$ cat src/rtl/dspv_pkg.sv
// ----------------------------------------------------------------------------
// dspv_pkg
// Shared types and constants for the date string parse and validate core.
// ----------------------------------------------------------------------------
package dspv_pkg;

  // which field of the text is being read
  typedef enum logic [1:0] {
    FIELD_DAY   = 2'd0,
    FIELD_MONTH = 2'd1,
    FIELD_YEAR  = 2'd2
  } field_t;

  // scanning phase inside one field
  typedef enum logic [1:0] {
    PHASE_BLANK  = 2'd0,
    PHASE_DIGITS = 2'd1,
    PHASE_IGNORE = 2'd2
  } phase_t;

  // character codes
  localparam logic [7:0] CH_NUL   = 8'h00;
  localparam logic [7:0] CH_DOT   = 8'h2E;
  localparam logic [7:0] CH_PLUS  = 8'h2B;
  localparam logic [7:0] CH_MINUS = 8'h2D;
  localparam logic [7:0] CH_SPACE = 8'h20;
  localparam logic [7:0] CH_TAB   = 8'h09;
  localparam logic [7:0] CH_CR    = 8'h0D;
  localparam logic [7:0] CH_ZERO  = 8'h30;
  localparam logic [7:0] CH_NINE  = 8'h39;

  // saturation limits
  localparam logic [7:0]  SMALL_MAX = 8'd255;
  localparam logic [15:0] YEAR_MAX  = 16'd65535;

  // calendar constants
  localparam logic [8:0] GREG_CYCLE  = 9'd400;
  localparam logic [8:0] CENTURY_1   = 9'd100;
  localparam logic [8:0] CENTURY_2   = 9'd200;
  localparam logic [8:0] CENTURY_3   = 9'd300;
  localparam logic [7:0] DAYS_LONG   = 8'd31;
  localparam logic [7:0] DAYS_SHORT  = 8'd30;
  localparam logic [7:0] DAYS_FEB_LP = 8'd29;
  localparam logic [7:0] DAYS_FEB    = 8'd28;
  localparam logic [7:0] MONTH_FEB   = 8'd2;
  localparam logic [7:0] MONTH_APR   = 8'd4;
  localparam logic [7:0] MONTH_JUN   = 8'd6;
  localparam logic [7:0] MONTH_SEP   = 8'd9;
  localparam logic [7:0] MONTH_NOV   = 8'd11;
  localparam logic [7:0] MONTH_DEC   = 8'd12;

endpackage

$ cat src/rtl/date_string_parse_validate_core.sv
// ----------------------------------------------------------------------------
// date_string_parse_validate_core
// Parses a "D.M.Y" text one byte per item and checks the Gregorian date.
// ----------------------------------------------------------------------------
// Usage:
//   in_valid/in_ready/in_char_in carries one text byte per item; a zero byte
//   ends the string. Every other byte only updates the parse state.
//   out_valid/out_ready carries one result item per zero byte: out_date_ok
//   plus day, month and year (all zero when the date is not valid).
// Timing:
//   one byte is taken per cycle while in_ready is high; the parse state updates at the accept edge.
//   The result of a zero byte is loaded into the output register at its
//   accept edge.
//   The per-byte path is one multiply by ten with add and saturation plus a
//   four step conditional subtract that keeps the year mod 400.
// Stall:
//   while a result waits in the output register and out_ready is low, no
//   byte is taken; the byte arriving with out_ready high is taken at once.
// Reset:
//   rst_n (synchronous, active low) clears the parse state and drops
//   out_valid. A zero byte also returns the parser to its reset state.
// ----------------------------------------------------------------------------
module date_string_parse_validate_core (
  input  logic        clk,
  input  logic        rst_n,
  input  logic        in_valid,
  output logic        in_ready,
  input  logic [7:0]  in_char_in,
  output logic        out_valid,
  input  logic        out_ready,
  output logic        out_date_ok,
  output logic [4:0]  out_day_out,
  output logic [3:0]  out_month_out,
  output logic [15:0] out_year_out
);
  import dspv_pkg::*;

  // parse state
  field_t      field_r,     field_nxt;
  phase_t      phase_r,     phase_nxt;
  logic        neg_r,       neg_nxt;
  logic [7:0]  day_r,       day_nxt;
  logic [7:0]  month_r,     month_nxt;
  logic        day_neg_r,   day_neg_nxt;
  logic        month_neg_r, month_neg_nxt;
  logic [15:0] year_r,      year_nxt;
  logic [8:0]  ymod_r,      ymod_nxt;
  logic        yovf_r,      yovf_nxt;

  // result register
  logic        out_valid_r;
  logic        ok_r;
  logic [4:0]  day_out_r;
  logic [3:0]  month_out_r;
  logic [15:0] year_out_r;

  logic        in_acc;
  logic        is_end, is_dot_sep, is_blank, is_sign, is_digit, push;
  logic [3:0]  digit;
  logic [7:0]  sel_small;
  logic [11:0] small_sum;
  logic [7:0]  small_sat;
  logic [19:0] year_sum;
  logic [11:0] mod_s0, mod_s1, mod_s2, mod_s3, mod_s4;
  logic        leap, date_ok;
  logic [7:0]  month_len;

  assign in_ready = !out_valid_r || out_ready;
  assign in_acc   = in_valid && in_ready;

  // byte classes
  assign is_end     = (in_char_in == CH_NUL);
  assign is_dot_sep = (in_char_in == CH_DOT) && (field_r != FIELD_YEAR);
  assign is_blank   = (in_char_in == CH_SPACE) ||
                      ((in_char_in >= CH_TAB) && (in_char_in <= CH_CR));
  assign is_sign    = (in_char_in == CH_PLUS) || (in_char_in == CH_MINUS);
  assign is_digit   = (in_char_in >= CH_ZERO) && (in_char_in <= CH_NINE);
  assign digit      = 4'(in_char_in - CH_ZERO);
  assign push       = is_digit && ((phase_r == PHASE_BLANK) || (phase_r == PHASE_DIGITS));

  // day or month accumulate, saturating at 255
  assign sel_small = (field_r == FIELD_DAY) ? day_r : month_r;
  assign small_sum = 12'(sel_small) * 12'd10 + 12'(digit);
  assign small_sat = (small_sum > 12'(SMALL_MAX)) ? SMALL_MAX : small_sum[7:0];

  // year accumulate, saturating at 65535
  assign year_sum = 20'(year_r) * 20'd10 + 20'(digit);

  // year mod 400 by binary conditional subtract (value below 4000)
  assign mod_s0 = 12'(ymod_r) * 12'd10 + 12'(digit);
  assign mod_s1 = (mod_s0 >= 12'(GREG_CYCLE) * 12'd8) ? mod_s0 - 12'(GREG_CYCLE) * 12'd8 : mod_s0;
  assign mod_s2 = (mod_s1 >= 12'(GREG_CYCLE) * 12'd4) ? mod_s1 - 12'(GREG_CYCLE) * 12'd4 : mod_s1;
  assign mod_s3 = (mod_s2 >= 12'(GREG_CYCLE) * 12'd2) ? mod_s2 - 12'(GREG_CYCLE) * 12'd2 : mod_s2;
  assign mod_s4 = (mod_s3 >= 12'(GREG_CYCLE)) ? mod_s3 - 12'(GREG_CYCLE) : mod_s3;

  // next parse state
  always_comb begin
    field_nxt     = field_r;
    phase_nxt     = phase_r;
    neg_nxt       = neg_r;
    day_nxt       = day_r;
    month_nxt     = month_r;
    day_neg_nxt   = day_neg_r;
    month_neg_nxt = month_neg_r;
    year_nxt      = year_r;
    ymod_nxt      = ymod_r;
    yovf_nxt      = yovf_r;
    if (is_end) begin
      field_nxt     = FIELD_DAY;
      phase_nxt     = PHASE_BLANK;
      neg_nxt       = 1'b0;
      day_nxt       = '0;
      month_nxt     = '0;
      day_neg_nxt   = 1'b0;
      month_neg_nxt = 1'b0;
      year_nxt      = '0;
      ymod_nxt      = '0;
      yovf_nxt      = 1'b0;
    end else if (is_dot_sep) begin
      if (field_r == FIELD_DAY) begin
        day_neg_nxt = neg_r && (day_r != '0);
        field_nxt   = FIELD_MONTH;
      end else begin
        month_neg_nxt = neg_r && (month_r != '0);
        field_nxt     = FIELD_YEAR;
      end
      phase_nxt = PHASE_BLANK;
      neg_nxt   = 1'b0;
    end else begin
      // phase walk
      case (phase_r)
        PHASE_BLANK: begin
          if (is_blank) begin
            phase_nxt = PHASE_BLANK;
          end else if (is_sign) begin
            neg_nxt   = (in_char_in == CH_MINUS);
            phase_nxt = PHASE_DIGITS;
          end else if (is_digit) begin
            phase_nxt = PHASE_DIGITS;
          end else begin
            phase_nxt = PHASE_IGNORE;
          end
        end
        PHASE_DIGITS: begin
          if (!is_digit) begin
            phase_nxt = PHASE_IGNORE;
          end
        end
        default: begin
          phase_nxt = phase_r;
        end
      endcase
      // digit push into the current field
      if (push) begin
        case (field_r)
          FIELD_DAY:   day_nxt = small_sat;
          FIELD_MONTH: month_nxt = small_sat;
          default: begin
            if (year_sum > 20'(YEAR_MAX)) begin
              year_nxt = YEAR_MAX;
              yovf_nxt = 1'b1;
            end else begin
              year_nxt = year_sum[15:0];
            end
            ymod_nxt = mod_s4[8:0];
          end
        endcase
      end
    end
  end

  // leap rule on year mod 400
  assign leap = ((ymod_r[1:0] == 2'b00) && (ymod_r != CENTURY_1) &&
                 (ymod_r != CENTURY_2) && (ymod_r != CENTURY_3)) ||
                (ymod_r == '0);

  // month length
  always_comb begin
    if (month_r == MONTH_FEB) begin
      month_len = leap ? DAYS_FEB_LP : DAYS_FEB;
    end else if ((month_r == MONTH_APR) || (month_r == MONTH_JUN) ||
                 (month_r == MONTH_SEP) || (month_r == MONTH_NOV)) begin
      month_len = DAYS_SHORT;
    end else begin
      month_len = DAYS_LONG;
    end
  end

  // full validity check
  assign date_ok = (field_r == FIELD_YEAR) && !day_neg_r && !month_neg_r &&
                   (day_r != '0) && (day_r <= month_len) &&
                   (month_r != '0) && (month_r <= MONTH_DEC) &&
                   !(neg_r && (year_r != '0)) && !yovf_r;

  // state and result registers
  always_ff @(posedge clk) begin
    if (!rst_n) begin
      field_r     <= FIELD_DAY;
      phase_r     <= PHASE_BLANK;
      neg_r       <= 1'b0;
      day_r       <= '0;
      month_r     <= '0;
      day_neg_r   <= 1'b0;
      month_neg_r <= 1'b0;
      year_r      <= '0;
      ymod_r      <= '0;
      yovf_r      <= 1'b0;
      out_valid_r <= 1'b0;
    end else begin
      if (in_acc) begin
        field_r     <= field_nxt;
        phase_r     <= phase_nxt;
        neg_r       <= neg_nxt;
        day_r       <= day_nxt;
        month_r     <= month_nxt;
        day_neg_r   <= day_neg_nxt;
        month_neg_r <= month_neg_nxt;
        year_r      <= year_nxt;
        ymod_r      <= ymod_nxt;
        yovf_r      <= yovf_nxt;
      end
      if (in_acc && is_end) begin
        out_valid_r <= 1'b1;
      end else if (out_ready) begin
        out_valid_r <= 1'b0;
      end
    end
  end

  // result payload, loaded with each end-of-string item
  always_ff @(posedge clk) begin
    if (in_acc && is_end) begin
      ok_r        <= date_ok;
      day_out_r   <= date_ok ? day_r[4:0] : '0;
      month_out_r <= date_ok ? month_r[3:0] : '0;
      year_out_r  <= date_ok ? year_r : '0;
    end
  end

  assign out_valid     = out_valid_r;
  assign out_date_ok   = ok_r;
  assign out_day_out   = day_out_r;
  assign out_month_out = month_out_r;
  assign out_year_out  = year_out_r;

endmodule
$ cat config.mk
export PLATFORM = sky130hd
export DESIGN_NAME = date_string_parse_validate_core
export DESIGN_NICKNAME = d
export VERILOG_FILES = /design/src/rtl/dspv_pkg.sv /design/src/rtl/date_string_parse_validate_core.sv
export SDC_FILE = /design/constraint.sdc
export NUM_CORES = 1
export LEC_CHECK = 0
export BUFFER_PORTS_ARGS = -buffer_cell sky130_fd_sc_hd__buf_4
export CAP_MARGIN = 20
export CELL_PAD_IN_SITES_DETAIL_PLACEMENT = 1
export CELL_PAD_IN_SITES_GLOBAL_PLACEMENT = 2
export CORE_MARGIN = 2
export CORE_UTILIZATION = 30
export CTS_BUF_LIST = sky130_fd_sc_hd__clkbuf_8
export DETAILED_ROUTE_END_ITERATION = 8
export GPL_ROUTABILITY_DRIVEN = 0
export PLACE_DENSITY_LB_ADDON = 0.3
export SLEW_MARGIN = 5
export SYNTH_ARGS = -nofsm -noshare
export SYNTH_HDL_FRONTEND = slang
export SYNTH_SLANG_ARGS = --single-unit
export TNS_END_PERCENT = 10
$ cat constraint.sdc
create_clock -name clk -period 8 [get_ports clk]
set_input_delay 0.4 -clock clk [delete_from_list [all_inputs] [get_ports clk]]
set_output_delay 0.4 -clock clk [all_outputs]
set_load 0.02 [all_outputs]
After elaboration in Yosys (flattened, before gate mapping)
Cells that the tools add are included.
{ "totals": {"register_bits": 76, "n_memories": 0, "latchBits": 0, "mem_bits_rw": 0, "rom_bits": 0, "in_bits": 12, "wordCells": 173} }
{ "op_classes": {"order_cmp": 12, "div": 0, "n_shift": 0, "muxes": 54, "n_mul": 3, "bitwise_logic": 0, "n_eq_ne": 21, "reduce_logical": 60, "add_sub_neg": 8} }
{ "ops": {"columns": ["op", "n"], "rows": [
  ["two-way mux 16 bit", 5],
  ["two-way mux 8 bit", 10],
  ["two-way mux 9 bit", 5],
  ["two-way mux 12 bit", 3],
  ["== test 8 x 6 -> 1 bit (second input constant)", 4],
  ["adder 12 x 4 -> 12 bit", 2],
  ["adder 20 x 4 -> 20 bit", 1],
  ["greater-than comparator 20 x 16 -> 1 bit (second input constant)", 1],
  ["logical AND 1 bit", 20],
  ["two-way mux 1 bit", 20],
  ["two-way mux 2 bit", 10],
  ["multiplier 16 x 3 -> 19 bit (second input constant)", 1],
  ["== test 8 x 3 -> 1 bit (second input constant)", 2],
  ["== test 8 x 4 -> 1 bit (second input constant)", 2],
  ["less-or-equal comparator 8 x 4 -> 1 bit (second input constant)", 2],
  ["AND reduction 4 bit", 4],
  ["nonzero test 16 bit", 1],
  ["nonzero test 8 bit", 2],
  [">= comparator 12 x 10 -> 1 bit (second input constant)", 1],
  [">= comparator 12 x 11 -> 1 bit (second input constant)", 1],
  [">= comparator 12 bit (second input constant)", 1],
  [">= comparator 12 x 9 -> 1 bit (second input constant)", 1],
  ["greater-than comparator 12 x 8 -> 1 bit (second input constant)", 1],
  ["nonzero test 2 bit", 6],
  ["other kinds (33)", 52]
]} }

Logic depth before layout (Yosys ltp)
{ "depth": {"ltp_word": 14, "depth_mapped": 24} }

Worst setup path before layout
Ideal clock, no wire load.
{ "synth_timing": {"path_kind": "reg-to-reg", "start": "register ymod_r[1]", "end": "register ymod_r[4]", "arrival_time_ns": 5.718, "setup_slack_ns": 2.220, "t_required_ns": 7.938, "path_stages_with_launch": 25, "synth_period_minus_slack_ns": 5.780, "setup_ns": 0.062, "path_cell_list": "dfxtp_1 -> ha_1 -> ha_1 -> fa_1 -> a211oi_1 -> nor2_1 -> o311ai_4 -> o31ai_1 -> a221oi_2 -> nand2_2 -> nor2_1 -> xnor2_1 -> ha_1 -> nand2_1 -> nand4_1 -> and3_1 -> a211oi_1 -> nor2_1 -> a22oi_1 -> nand2_2 -> xnor2_1 -> ha_1 -> a31oi_4 -> or4_1 -> nand3_1"} }
{ "synth_via": {"elab_chain_len": 14} }
{ "synth_lines": {"columns": ["element", "line", "rtl"], "rows": [
  ["from (decl)", "date_string_parse_validate_core.sv:47", "logic [8:0] ymod_r, ymod_nxt;"],
  ["from (signal assigned)", "date_string_parse_validate_core.sv:219", "ymod_r <= ymod_nxt;"],
  ["multiplier 9 x 3 -> 11 bit *", "date_string_parse_validate_core.sv:90", "assign mod_s0 = 12'(ymod_r) * 12'd10 + 12'(digit);"],
  ["adder 12 x 4 -> 12 bit *", "date_string_parse_validate_core.sv:90", null],
  ["subtractor 12 bit or >= comparator 12 bit (tied branches)", "date_string_parse_validate_core.sv:91", "assign mod_s1 = (mod_s0 >= 12'(GREG_CYCLE) * 12'd8) ? mod_s0 - 12'(GREG_CYCLE) * 12'd8 : mod_s0;"],
  ["two-way mux 12 bit *", "date_string_parse_validate_core.sv:91", null],
  ["subtractor 12 x 11 -> 12 bit or >= comparator 12 x 11 -> 1 bit (tied branches)", "date_string_parse_validate_core.sv:92", "assign mod_s2 = (mod_s1 >= 12'(GREG_CYCLE) * 12'd4) ? mod_s1 - 12'(GREG_CYCLE) * 12'd4 : mod_s1;"],
  ["two-way mux 12 bit *", "date_string_parse_validate_core.sv:92", null],
  ["subtractor 12 x 10 -> 12 bit or >= comparator 12 x 10 -> 1 bit (tied branches)", "date_string_parse_validate_core.sv:93", "assign mod_s3 = (mod_s2 >= 12'(GREG_CYCLE) * 12'd2) ? mod_s2 - 12'(GREG_CYCLE) * 12'd2 : mod_s2;"],
  ["two-way mux 12 bit *", "date_string_parse_validate_core.sv:93", null],
  [">= comparator 12 x 9 -> 1 bit or subtractor 9 bit (tied branches)", "date_string_parse_validate_core.sv:94", "assign mod_s4 = (mod_s3 >= 12'(GREG_CYCLE)) ? mod_s3 - 12'(GREG_CYCLE) : mod_s3;"],
  ["two-way mux 9 bit *", "date_string_parse_validate_core.sv:94", null],
  ["two-way mux 9 bit *", "date_string_parse_validate_core.sv:155", "case (field_r)"],
  ["two-way mux 9 bit *", "date_string_parse_validate_core.sv:154", "if (push) begin"],
  ["two-way mux 9 bit *", "date_string_parse_validate_core.sv:119", "end else if (is_dot_sep) begin"],
  ["two-way mux 9 bit *", "date_string_parse_validate_core.sv:108", "if (is_end) begin"]
]} }
Every way passes the cells marked *; elsewhere a longest branch is shown, timed or not. The select of a mux whose other input is x is not followed.
A chain may end at the register's enable or synchronous reset.

Worst setup path after layout
{ "layout_timing": {"start": "register ymod_r[1]", "end": "register ymod_r[7]"} }
The elaborated chain is that of the path after synthesis.

==> results.py <==
metrics = {
    "outcome": {
        "status": "finished, final reports clean",
    },
    "routing": {
        "drtIter0Drc": 209,
        "wl_met2_mm": 8.66,
        "antenna_left": 0,
        "vias_per_cell": 5.42,
        "drc_errors": 0,
        "wl_per_cell_um": 17.6,
        "maxUsedRoutingLayer": "met4",
        "routed_wl_mm": 18.5,
        "dr.pass1.iters": 4,
        "wl_met3_um": 524,
        "vias": 5709,
        "wl_met1_mm": 9.00,
    },
    "logic_synthesis": {
        "ys_warn_count": 0,
        "syn-cell-area_mm2": 0.00659,
        "synth_top_cell_by_area": "dfxtp_1",
        "synthFlopType": "dfxtp_1",
        "ys_async_sr_fraction_pct": 0,
        "synthCells": 735,
        "synth_top_area_share_pct": 15.2,
        "syn_nets": 822,
        "netlist_top_cells_area": "dfxtp_1 (15%), ha_1 (13%), edfxtp_1 (12%)",
        "synth_cell_types": 80,
        "avgSynthCellArea_um2": 8.96,
        "synth_edf_count": 26,
        "seq_area_frac_synth_pct": 27.1,
        "ys_seq_elements": 76,
    },
    "worst_setup_path": {
        "arrival_ns": 7.19,
        "crit_path_end_kind": "register",
        "crit_buf_inv": 1,
        "reg2regPathDepth": 24,
        "path_max_fanout": 13,
        "r2r_setup_slack_ns": 1.07,
        "cp_slowest_cell": "ha_1",
        "timing.rr.end": "ymod_r[7]",
        "start_kind": "register",
        "max_stage_delay_ns": 0.49,
        "path_class": "reg -> reg",
        "path_common_cell": "ha_1",
        "crit_path_cell_trace": "ha_1, ha_1, fa_1, a211oi_1, nor2_1, o311ai_4, o31ai_1, a221oi_2, nand2_2, nor2_1, xnor2_1, ha_1, nand3b_1, a32o_2, o21a_4, xnor2_1, ha_1, inv_1, o2bb2ai_1, nor3_1, a31oi_1, nand2_1, o2111a_1, o31a_1",
        "r2r-start": "ymod_r[1]",
        "required_ns": 8.26,
        "cpLargestDelayFamily": "compound AO/OA/AOI/OAI gates",
    },
    "floorplanning": {
        "pin_count": 40,
        "die_w_um": 152,
        "core_mm2": 0.0217,
        "floorplan.initialDensity_pct": 30.4,
        "rows": 54,
        "dieArea_mm2": 0.0232,
        "die_h_um": 152,
    },
    "sta": {
        "hold_viol_final": 0,
        "fin_crit_sh_pct": 86.7,
        "clock_skew_ns": 0.0142,
        "tns_ns": 0,
        "tightestPinTransition_ns": 1.08,
        "fmax_mhz": 144,
        "slew_viol_final": 0,
        "slew_headroom_pct": 27.9,
        "period_minus_slack_ns": 6.93,
        "rsz0062_at_grt": "false",
        "setup_violations": 0,
    },
    "power": {
        "combPwrFrac_pct": 4.4,
        "seqPwrFrac_pct": 54.9,
        "power_density_mw_per_mm2": 98.1,
        "p_switching_mw": 0.172,
        "swShare_pct": 23.7,
        "leakage_nw": 3.03,
        "p_total_mw": 0.724,
        "p_int_mw": 0.552,
        "ir_worst_vdd_v": 0.0000607,
        "clkPwrFrac_pct": 40.7,
    },
    "final_layout": {
        "antenna_cells": 0,
        "drive_above_1_share_pct": 13.8,
        "syn_to_final_growth_pct": 12.0,
        "final_net_count": 856,
        "stdcell_count": 1054,
        "postLayoutCoreUtil_pct": 34.0,
    },
    "place": {
        "hpwlAfterDp_mm": 14.7,
        "port_buffers": 39,
        "dp.cells": 1037,
    },
    "cts": {
        "tritoncts": "done",
        "ctsHoldBuffers": 0,
        "cts-resized-gates": 0,
        "cts.path.max_buffers": 2,
        "clk_pin_slew_ns": 0.09,
        "clock-root-buffer": "clkbuf_8",
        "cts_made_buffers": 9,
        "clock-sinks": 76,
        "htreeDepth": 3,
        "clock_latency_ns": 0.36,
        "cts_setup_buffers": 0,
    },
    "global_route": {
        "overflow": 0,
        "grt_usage_pct": 16.0,
        "grt_pass1_vias": 5844,
        "grt_pass1_wl_mm": 30.8,
        "grt_start_max_net_pins": 40,
        "antenna_found_initial": 0,
    },
    "min_path": {
        "holdPathStages": 3,
        "hp-class": "in -> reg",
        "hold_path_end": "ymod_r[0]",
        "hp-start": "in_char_in[0]",
    },
    "run": {
        "maxCapViolCount": 0,
    },
}
==> routing by layer <==
layer  GRT usage, %  vias to the layer above
met1           21.9                     2786
li1               -                     2815
met4           4.72                        0
met5              0                        -
met3           1.93                       21
met2           26.6                       87
==> cell type report <==
type	instances	area (µm²)
clock buffers	9	124
repair buffers	43	323
fillers	2539	14300
inverters	39	146
clock inverters	7	67.6
multi-input cells	600	4590
well taps	280	350
flip-flops and latches	76	1780
==> worst max path at each step <==
stage,startpoint,to,cells past startpoint
3_5_place_dp,ymod_r[1],ymod_r[7],24
6_report,ymod_r[1],ymod_r[7],24
3_3_place_gp,ymod_r[1],ymod_r[7],24
2_1_floorplan,ymod_r[1],ymod_r[4],24
4_1_cts,ymod_r[1],ymod_r[7],24
5_1_grt,ymod_r[1],ymod_r[7],24
==> power by group through the flow <==
stage | Clock, mW | Sequential (mW) | Combinational [mW]
2_1_floorplan | 0 | 0.407 | 0.0173
3_3_place_gp | 0 | 0.407 | 0.0309
3_5_place_dp | 0 | 0.407 | 0.0318
4_1_cts | 0.306 | 0.398 | 0.0320
5_1_grt | 0.319 | 0.398 | 0.0348
6_report | 0.294 | 0.398 | 0.0317
==> worst reg2reg max path, delay by kind of cell (launching register included) <==
kind,cells,cell delay (ns)
AO/OA/AOI/OAI,10,2.88
flip-flops,1,0.45
AND/OR/NAND/NOR,6,1.17
XOR/XNOR,2,0.47
adder cells (fa/ha/maj),5,1.79
buffers and inverters,1,0.06
==> placed cells by master (no fill, tap or decap), types with 9 or more instances in the layout <==
master	Yosys	routed
ha_1	69	69
dfxtp_1	50	50
nand2_1	46	46
buf_4	0	43
inv_1	39	40
and2_1	40	40
a21oi_1	39	39
nor2_1	36	35
o21ai_0	33	33
nor2b_1	31	31
xnor2_1	29	29
edfxtp_1	26	26
nand3_1	24	24
mux2i_1	20	20
nor3_1	18	18
mux2_2	13	13
nor4_1	13	13
xor2_1	13	13
and3_1	12	12
a21boi_0	9	9
a221o_1	9	9
clkbuf_8	0	9
==> stage by stage <==
stage          instance area [µm²]  setup slack [ns]  hold slack (ns)
3_3_place_gp                  7180              1.43            0.472
2_1_floorplan                 6590              2.22            0.445
4_1_cts                       7370              1.08            0.365
5_1_grt                       7380             0.453            0.372
3_5_place_dp                  7180              1.13            0.480
6_report                      7380              1.07            0.404
==> cells by family after synthesis <==
logic type,count (synthesis),synth area share [%]
adders and majority gates,75,14.9
buffers and inverters,59,3.44
xor gates and xnor gates,44,6.19
muxes,33,5.26
and+or+nand+nor,264,22.1
AOI/OAI and AO/OA,184,21.0
DFF,76,27.1
==> synth_stat cells (6+ instances only) <==
master / n
dfxtp_1: 50
fa_1: 6
a21boi_0: 9
xor2_1: 13
nor4_1: 13
and3_1: 12
inv_1: 39
ha_1: 69
a31o_2: 6
or3_1: 7
o21ai_0: 33
clkbuf_1: 18
o211ai_1: 7
nor2b_1: 31
a211oi_1: 9
nand2_1: 46
a221o_1: 9
nand3_1: 24
xnor2_1: 29
nand4_1: 6
a21o_1: 8
nor3_1: 18
nor2_1: 36
a21oi_1: 39
mux2_2: 13
mux2i_1: 20
edfxtp_1: 26
and2_1: 40
==> registers in the layout, indices dropped and copies added (netlist names), 2 cells and up <==
signal / count
out_year_out: 16
phase_r: 2
out_month_out: 4
month_r: 8
day_r: 8
field_r: 2
year_r: 16
out_day_out: 5
ymod_r: 9
No activity file was read; power rests on OpenSTA's default activity.
